`config.mk`:
```
export PLATFORM = sky130hd
export DESIGN_NAME = pwsf_fifo
export DESIGN_NICKNAME = d
export VERILOG_FILES = /design/src/rtl/pwsf_fifo.sv
export SDC_FILE = /design/constraint.sdc
export NUM_CORES = 1
export LEC_CHECK = 0
export BUFFER_PORTS_ARGS = -buffer_cell sky130_fd_sc_hd__buf_2
export CAP_MARGIN = 0
export CORE_ASPECT_RATIO = 0.75
export CORE_MARGIN = 3
export CORE_UTILIZATION = 37
export CTS_CLUSTER_DIAMETER = 50
export CTS_CLUSTER_SIZE = 10
export DETAILED_ROUTE_END_ITERATION = 12
export GPL_TIMING_DRIVEN = 0
export PLACE_DENSITY = 0.62
export SYNTH_ARGS = -nofsm -noshare
export SYNTH_HDL_FRONTEND = slang
export SYNTH_SLANG_ARGS = --single-unit
```
`constraint.sdc`:
```
create_clock -name clk -period 1.98 [get_ports clk]
set_input_delay 0.396 -clock clk [delete_from_list [all_inputs] [get_ports clk]]
set_output_delay 0.396 -clock clk [all_outputs]
set_load 0.01 [all_outputs]
```
`src/rtl/pwsf_fifo.sv`:
```
module pwsf_fifo #(
  parameter int W = 8
) (
  input  logic         clk,
  input  logic         rst,
  input  logic         push,
  input  logic [W-1:0] wdata,
  input  logic         pop,
  output logic [W-1:0] rdata,
  output logic         full,
  output logic         empty
);

  localparam int DEPTH = 4;

  logic [W-1:0] mem [DEPTH];
  logic [1:0]   wp;
  logic [1:0]   rp;
  logic [2:0]   count;

  assign full  = (count == 3'(DEPTH));
  assign empty = (count == '0);
  assign rdata = mem[rp];

  always_ff @(posedge clk) begin
    if (rst) begin
      wp    <= '0;
      rp    <= '0;
      count <= '0;
    end else begin
      if (push) begin
        wp <= wp + 2'd1;
      end
      if (pop) begin
        rp <= rp + 2'd1;
      end
      if (push && !pop) begin
        count <= count + 3'd1;
      end else if (pop && !push) begin
        count <= count - 3'd1;
      end
    end
  end

  always_ff @(posedge clk) begin
    if (push) begin
      mem[wp] <= wdata;
    end
  end

endmodule

```
==> metrics.txt, run 1 <==
drt via density=4.78; Final nets=131; # Post-CTS Setup Buffers=0; TNS Setup=0 ps; Min Clock Period, post-route=1840 ps; Post-Syn Nets=104; drt wl/cell=15.6 um; Max Cap Violations=0; final WL=between 2000 and 3000 um; Final ANT Viol Nets=0; Cells after Synth=86; hold slack=316 ps; CP Launch Type=register; Slew headroom=69.9%; Die X=between 80 and 90 um; most frequent cells in the layout=edfxtp_1, buf_2, dfxtp_1; Clock Skews=6.52 ps; Yosys top cell area share=60.6%; Clock Pin Slew Worst Setup and Hold Paths=80 ps; synthesized flop and latch total=41; GRT Util Overall=a little under an eighth; CP max FO=8; Filler Cells Inserted=341; die area=0.00512 mm2; Die Height=62.7 um; via count=793; total leakage power=0.665 nW; Clock Tree Buf Depth=2; CP Capture Type=output port; clock sinks=41; area grow syn2layout=15.7%; post-route clock period utilization=roughly 93%; worst-margin pin slew=452 ps; sequential fraction of the synthesis area=71.9%; first-pass GRT wire length=4000 um; Final Max Slew Viols=0; Netlist cell types=20; met1 WL=1110 um; fmax=around 540 MHz; met3 WL=between 150 and 200 um; root buffer cell=clkbuf_8; Rows=19; hold_sp=wdata[2]; cell taking the most area after synthesis=edfxtp_1; RSZ-0062 raised after global routing=false; Pre-Repair DR Iteration Count=4; synth top area cells=edfxtp_1, dfxtp_1, mux4_2; post-cts resize count=0; Final Util=47.4%; Final GP Congestion=around 0.66; initial antenna violation count=0; Fin. Hold Viols=0; kind of critical path=reg -> out; PD cells=953 mW/mm2; Cell Area, Synth=0.00159 mm2; maximum vdd drop=0.691 mV; total grt overflow=0; commonest non-fill, non-tap cell in the layout=edfxtp_1; Detail Route met2 WL=1280 um; clk_lat worst skew=around 290 ps; highest routed layer=met4; CTS buffer count=5; Ports=22; CTS hold repair buffers=0; # setup viols final=0; DRC violations left=0; Antenna Cells=0; DP HPWL=approximately 1800 um; CTS tree=built; largest net degree at the start of global routing=14; Critical Path AT=1450 ps; # port buffers=20; share of cells above drive strength 1=31.6%; initial core utilization=around 41%; vias in the first global route=between 800 and 900; depth of the CTS H-tree=2; HP Class=in -> reg; status=complete, no violations; Synth Area per Inst=18.4 um2; Yosys warnings=0; r2r startpoint=count[0]; Crit path required time=1580 ps; DRT iter0 DRCs=a little under 50; Core Box Area=0.00387 mm2
-- critical path, cell delays in order (launching register included) --
cell and delay [ps]:
dfxtp_1 320, buf_6 170, mux4_2 520, buf_2 160
-- sequential cells by signal (all words and copies together) (netlist names), named ones only --
signal,cells
count,3
rp,2
wp,2
mem,32
-- where the power goes --
part           internal (W)  switching [W]
registers          0.000982      0.0000287
clock network      0.000244       0.000269
logic              0.000109       0.000116
total               0.00134       0.000414
-- layout make-up --
cell class / instances / area, um2 / share of cell area (%)
sequential: 41 / 1140 / 62.2
clock buffer: 6 / 72.6 / 3.95
timing repair buffer: 20 / 100 / 5.45
inverter: 4 / 15.0 / 0.818
clock inverter: 2 / 11.3 / 0.613
buffer: 3 / 20.0 / 1.09
tap: 52 / 65.1 / 3.54
multi-input combinational: 38 / 410 / 22.4
-- per-layer routing --
metal / up-vias / global-route usage, %
li1: 376 / -
met1: 394 / 13.5
met2: 20 / 17.8
met3: 3 / 6.48
met4: 0 / 2.49
met5: - / 0
-- through the flow --
stage | power, W | cell area [um2] | worst slack [ps] | instances
after floorplan | 0.00117 | 1590 | 324 | 86
after detailed placement | 0.00126 | 1750 | 86.3 | 158
after global placement | 0.00124 | 1750 | 133 | 158
after CTS | 0.00177 | 1840 | 121 | 166
after global routing | 0.00183 | 1840 | 41.0 | 166
final | 0.00175 | 1840 | 135 | 166
-- cells in the mapped netlist, drive strengths merged --
library cell / number
a21oi: 1
and2: 4
buf: 1
clkbuf: 2
dfxtp: 9
edfxtp: 32
fa: 1
ha: 5
inv: 4
mux2i: 2
mux4: 8
nand2: 1
nor2: 7
nor3: 1
nor3b: 1
o21ai: 1
or3: 1
xnor2: 2
xor2: 3
-- final timing paths --
kind                            cells past startpoint        end  slack [ps]
worst max-delay path                                3   rdata[5]         140
worst max register to register                      4   count[2]         470
worst min register to register                      2   count[2]         550
worst min-delay path                                1  mem[3][2]         320
-- kinds of logic (layout without fill, tap and decap cells) --
family | after synthesis | in the layout | synth area share (%)
muxes | 10 | 10 | 12.6
AOI/OAI and AO/OA | 2 | 2 | 0.630
xor gates and xnor gates | 5 | 5 | 2.76
DFF | 41 | 41 | 71.9
adders and majority gates | 6 | 6 | 5.21
and+or+nand+nor | 15 | 15 | 4.65
buffers and inverters | 7 | 35 | 2.21
Power figures use the tool's default switching activity.
==> run 2: changes to the inputs <==
Settings changed: ABC_AREA set to 1, RECOVER_POWER set to 50.
==> metrics.txt, run 2 <==
setup ws final=121 ps (-14.0 ps); Rows=20 (+1); async set-reset flop share out of synthesis=0% (unchanged); crit path to=rdata[4]; complex-gate fraction of the synthesized area=10.8% (+10 points); Detail Route met2 WL=1510 um (+17%); maximum vdd drop=0.418 mV (-40%); Die Height=63.7 um (+1.6%); clk_lat worst skew=290 ps (about the same); DP HPWL=2210 um (+20%); initial core utilization=39.5% (-1.4 points); initial antenna violation count=0 (unchanged); Final ANT Viol Nets=0 (unchanged); top_reg_cell synth=edfxtp_1; Cell Area, Synth=0.00164 mm2 (+3.5%); fmax=538 MHz (-0.76%); Slew headroom=73.3% (+3.4 points); Clk pwr share=34.5% (+5.1 points); hold_sp=rst; CTS tree=built; total grt overflow=0 (unchanged); Final Util=46.1% (-1.2 points); CP Capture Type=output port; via count=1048 (+32%); XOR/XNOR Fraction of Synth Area=0.534% (-2.2 points); synth top area cells=edfxtp_1, dfxtp_1, o21ai_0; # setup viols final=0 (unchanged); Clock Skews=5.04 ps (-1.48 ps); vias in the first global route=1077 (+32%); Final GP Congestion=0.698 (+6.4%); GRT Util Overall=13.1% (+1.8 points); Net Sw Power=0.000430 W (+4.1%); Clock Tree Buf Depth=2 (unchanged); worst reg-to-reg path cell count=4 (unchanged); met3 WL=145 um (-12%); post-route clock period utilization=93.9% (+0.71 points); Crit path required time=1580 ps (about the same); Yosys warnings=0 (unchanged); Flop pwr share=54.2% (-3.6 points); drt via density=4.81 (+0.63%); Pre-Repair DR Iteration Count=4 (unchanged); Post-synth EDFFs=32 (unchanged); Ports=22 (unchanged); area grow syn2layout=16.8%; kind of critical path=reg -> out; largest net degree at the start of global routing=13 (-1); RSZ-0062 raised after global routing=false; cell taking the most area after synthesis=edfxtp_1; Max Cap Violations=0 (unchanged); r2r startpoint=wp[0]; CTS buffer count=5 (unchanged); commonest non-fill, non-tap cell in the layout=edfxtp_1; highest routed layer=met4; clock sinks=41 (unchanged); Synth Area per Inst=12.3 um2 (-34%); Post-Syn Nets=152 (+46%); die area=0.00528 mm2 (+3.2%); Final nets=180 (+37%); HP Class=in -> reg; share of cells above drive strength 1=17.8% (-14 points); PD cells=969 mW/mm2 (+1.7%); depth of the CTS H-tree=2 (unchanged); sequential fraction of the synthesis area=69.5% (-2.4 points); # Post-CTS Setup Buffers=0 (unchanged); largest family of logic cells by synthesized area=compound AO/OA/AOI/OAI gates; largest registers=mem: 32 flops, count: 3 flops; status=complete, no violations; Post-Synth Adder-Cell Area=5.03% (-0.17 points); CP max FO=10 (+2); flop2flop setup slack=670 ps (+200 ps); Critical Path AT=1460 ps (about the same); Synth Area in Simple Gates=8.84% (+4.2 points); Cells after Synth=134 (+56%); DRT iter0 DRCs=45 (-8.2%); Yosys top cell area share=58.5% (-2.0 points); TNS Setup=0 ps (unchanged); most frequent cells after synthesis=edfxtp_1, nor2_1, o21ai_0; FF-to-FF End=mem[0][6]; first-pass GRT wire length=5170 um (+29%); most frequent cells in the layout=edfxtp_1, nor2_1, o21ai_0; Top reg by flops=mem; root buffer cell=clkbuf_8; # port buffers=21 (+5.0%); DRC violations left=0 (unchanged); Final Max Slew Viols=0 (unchanged); Min Clock Period, post-route=1860 ps (+14.0 ps); worst-margin pin slew=400 ps (-51.6 ps); Antenna Cells=0 (unchanged); Sw Ratio=23.2% (-0.48 points); total leakage power=0.747 nW (+12%); Logic pwr share=11.3% (-1.5 points); drt wl/cell=14.4 um (-7.5%); Clock Pin Slew Worst Setup and Hold Paths=70 ps (about the same); Core Box Area=0.00415 mm2 (+7.2%); CP Launch Type=register; Fin. Hold Viols=0 (unchanged); Netlist cell types=19 (-5.0%); final WL=3140 um (+21%); Internal=0.00143 W (+6.9%); Die X=82.9 um (+1.6%); mux contribution to synthesized area=0% (-13 points); top-count cell post-synth=edfxtp_1; worst slack, placed=325 ps (+239 ps); met1 WL=1430 um (+28%); number of flip-flops in the largest register=32 (unchanged); synthesized flop and latch total=41 (unchanged)
[run 2: power groups by stage]
stage,Sequential (W),Clock [W],Combinational [W]
6_report,0.00101,0.000641,0.000210
5_1_grt,0.00101,0.000683,0.000241
4_1_cts,0.00101,0.000653,0.000218
3_5_place_dp,0.00102,0,0.000218
3_3_place_gp,0.00102,0,0.000201
2_1_floorplan,0.00101,0,0.000131
[run 2: what timing repair did]
item	CTS	global route
hold buffers	0	0
resized for setup	0	3
setup endpoints to repair	0	8
[run 2: metal layers]
layer	track usage [%]	up-vias
met3	5.75	8
li1	-	520
met5	0	-
met4	5.10	0
met1	15.2	500
met2	21.4	20
[run 2: worst max-delay path: stages (launching register included)]
cell and delay, ps:
dfxtp_2 390, inv_2 160, buf_6 180, nor2_1 50, o22ai_1 210, buf_2 170
[run 2: logic make-up (layout without fill, tap and decap cells)]
group / Yosys count / count (layout)
fa+ha+maj: 6 / 6
xor+xnor: 1 / 1
compound gates: 32 / 32
buf+inv: 19 / 48
flops: 41 / 41
simple gates: 35 / 35
[run 2: final cells by class]
class | instances | area [um2]
inverter | 17 | 67.6
clock buffer | 6 | 72.6
buffer | 2 | 22.5
fill | 409 | 2240
timing repair buffer | 21 | 93.8
tap | 55 | 68.8
clock inverter | 2 | 33.8
sequential | 41 | 1140
multi-input combinational | 74 | 414
[run 2: worst min path at each step]
stage,end,cells after the start
floorplan,register,1
global placement,rp[1],1
detailed placement,register,1
CTS,count[0],2
global route,count[0],2
finish,count[0],2
[run 2: per-stage QoR]
stage                     std cells  hold slack (ps)  cell area [um2]  power [W]
after global placement          210              427             1820    0.00122
after detailed placement        210              445             1820    0.00124
after CTS                       218              262             1920    0.00188
after floorplan                 134              412             1640    0.00115
after global routing            218              276             1920    0.00194
final                           218              271             1920    0.00186
==> run 3: changes to the inputs <==
Settings changed: ABC_AREA 1 to 0.
==> metrics.txt, run 3 (synthesized netlist as in run 1, its figures left out) <==
Die X=81.6 um (-1.6%); Ports=22 (unchanged); RSZ-0062 raised after global routing=false; initial core utilization=40.9% (+1.4 points); GR Util met2=17.8% (-3.6 points); GRT Max-Usage Layer=met2; GRT Util Overall=11.3% (-1.8 points); M1 GR Usage=13.5% (-1.7 points); DP HPWL=1830 um (-17%); met3 Use GR=6.48% (+0.73 points); clk_lat worst skew=290 ps (about the same); maximum vdd drop=0.690 mV (+65%); kind of critical path=reg -> out; post-cts resize count=0 (unchanged); setup ws final=134 ps (+12.7 ps); via count=789 (-25%); Final ANT Viol Nets=0 (unchanged); Fin. Hold Viols=0 (unchanged); Clock Skews=6.61 ps (+1.57 ps); Multi-input gate area=410 um2 (-0.91%); vias in the first global route=818 (-24%); DRT iter0 DRCs=46 (+2.2%); worst-margin pin slew=606 ps (+206 ps); # Post-CTS Setup Buffers=0 (unchanged); Rows=19 (-5.0%); Pre-Repair DR Iteration Count=4 (unchanged); Slew headroom=59.6% (-14 points); total grt overflow=0 (unchanged); number of flip-flops in the largest register=32 (unchanged); Clock Pin Slew Worst Setup and Hold Paths=70 ps (about the same); largest registers=mem: 32 flops, count: 3 flops; final non-filler cell total=166 (-24%); share of cells above drive strength 1=23.7% (+5.9 points); final WL=2590 um (-18%); Core Box Area=0.00387 mm2 (-6.7%); Critical-path top delay cell=mux4_2; # port buffers=20 (-4.8%); Filler Cells Inserted=347 (-15%); depth of the CTS H-tree=2 (unchanged); first-pass GRT wire length=4000 um (-23%); die area=0.00512 mm2 (-3.1%); CTS tree=built; hold slack=362 ps (+91.7 ps); CP Launch Type=register; sum of buffers and inverters on the critical path=2 (-1); Die Height=62.7 um (-1.5%); area grow syn2layout=15.0%; Critical Path AT=1450 ps (about the same); Crit path required time=1580 ps (about the same); fmax=542 MHz (+0.69%); worst slack, placed=86.3 ps (-239 ps); PD cells=958 mW/mm2 (-1.2%); DP Cell Count=158 (-25%); Top reg by flops=mem; largest net degree at the start of global routing=14 (+1); # setup viols final=0 (unchanged); CP max FO=8 (-2); Final Max Slew Viols=0 (unchanged); commonest non-fill, non-tap cell in the layout=edfxtp_1; Clock Tree Buf Depth=2 (unchanged); Final nets=131 (-27%); root buffer cell=clkbuf_8; Antenna Cells=0 (unchanged); Slowest Stage Delay on Critical Path=520 ps (+130 ps); flop2flop setup slack=470 ps (-200 ps); Max Cap Violations=0 (unchanged); drt wl/cell=15.6 um (+8.3%); clock sinks=41 (unchanged); CTS buffer count=5 (unchanged); post-route clock period utilization=93.2% (-0.64 points); DRC violations left=0 (unchanged); Crit path max-delay family=multiplexers; CTS hold repair buffers=0 (unchanged); most frequent cells in the layout=edfxtp_1, clkbuf_1, buf_2; total leakage power=0.640 nW (-14%); HP Class=in -> reg; drt via density=4.75 (-1.1%); register area=0.00114 mm2 (-0.22%); Final GP Congestion=0.656 (-6.0%); initial antenna violation count=0 (unchanged); crit-path cells=buf_6 > mux4_2 > buf_2; TNS Setup=0 ps (unchanged); CP Capture Type=output port; status=complete, no violations; Min Clock Period, post-route=1850 ps (-12.7 ps)
-- run 3: worst reg2reg max path, stage by stage, from the launching register on --
cell	delay [ps]
dfxtp_1	360
fa_1	440
xor2_1	170
or3_1	310
a21oi_1	150
-- run 3: final cells by class --
class                           instances  share of cell area, %
Sequential cell                        41                   62.6
Multi-Input combinational cell         38                   22.5
Timing Repair Buffer                   20                   4.87
Clock buffer                            6                   3.98
Tap cell                               52                   3.57
Buffer                                  3                   1.10
Inverter                                4                  0.823
Clock inverter                          2                  0.617
-- run 3: where the power goes --
group	switching (W)	total (W)	internal, W	leakage [nW]
Combinational	0.000116	0.000222	0.000106	0.233
Clock	0.000270	0.000514	0.000244	0.0388
Sequential	0.0000287	0.00101	0.000982	0.368
-- run 3: worst paths after layout --
check | startpoint | to | depth (start not counted)
min | wdata[5] | mem[0][5] | 1
max reg2reg | count[0] | count[2] | 4
min reg2reg | count[2] | count[2] | 2
max | register | rdata[5] | 3
-- run 3: metal layers --
metal / routed length (um) / share of wire (%) / vias up
met1: 1140 / 44 / 394
met5: 0 / 0 / -
met2: 1290 / 50 / 18
li1: - / - / 374
met4: 20 / 0.77 / 0
met3: 143 / 5.5 / 3
-- run 3: stage by stage --
stage	instance area [um2]	utilization, %	total power [W]
after global routing	1820	47.1	0.00183
after floorplan	1590	-	0.00117
after global placement	1750	45.2	0.00124
final	1820	47.1	0.00175
after CTS	1840	47.4	0.00177
after detailed placement	1750	45.2	0.00126
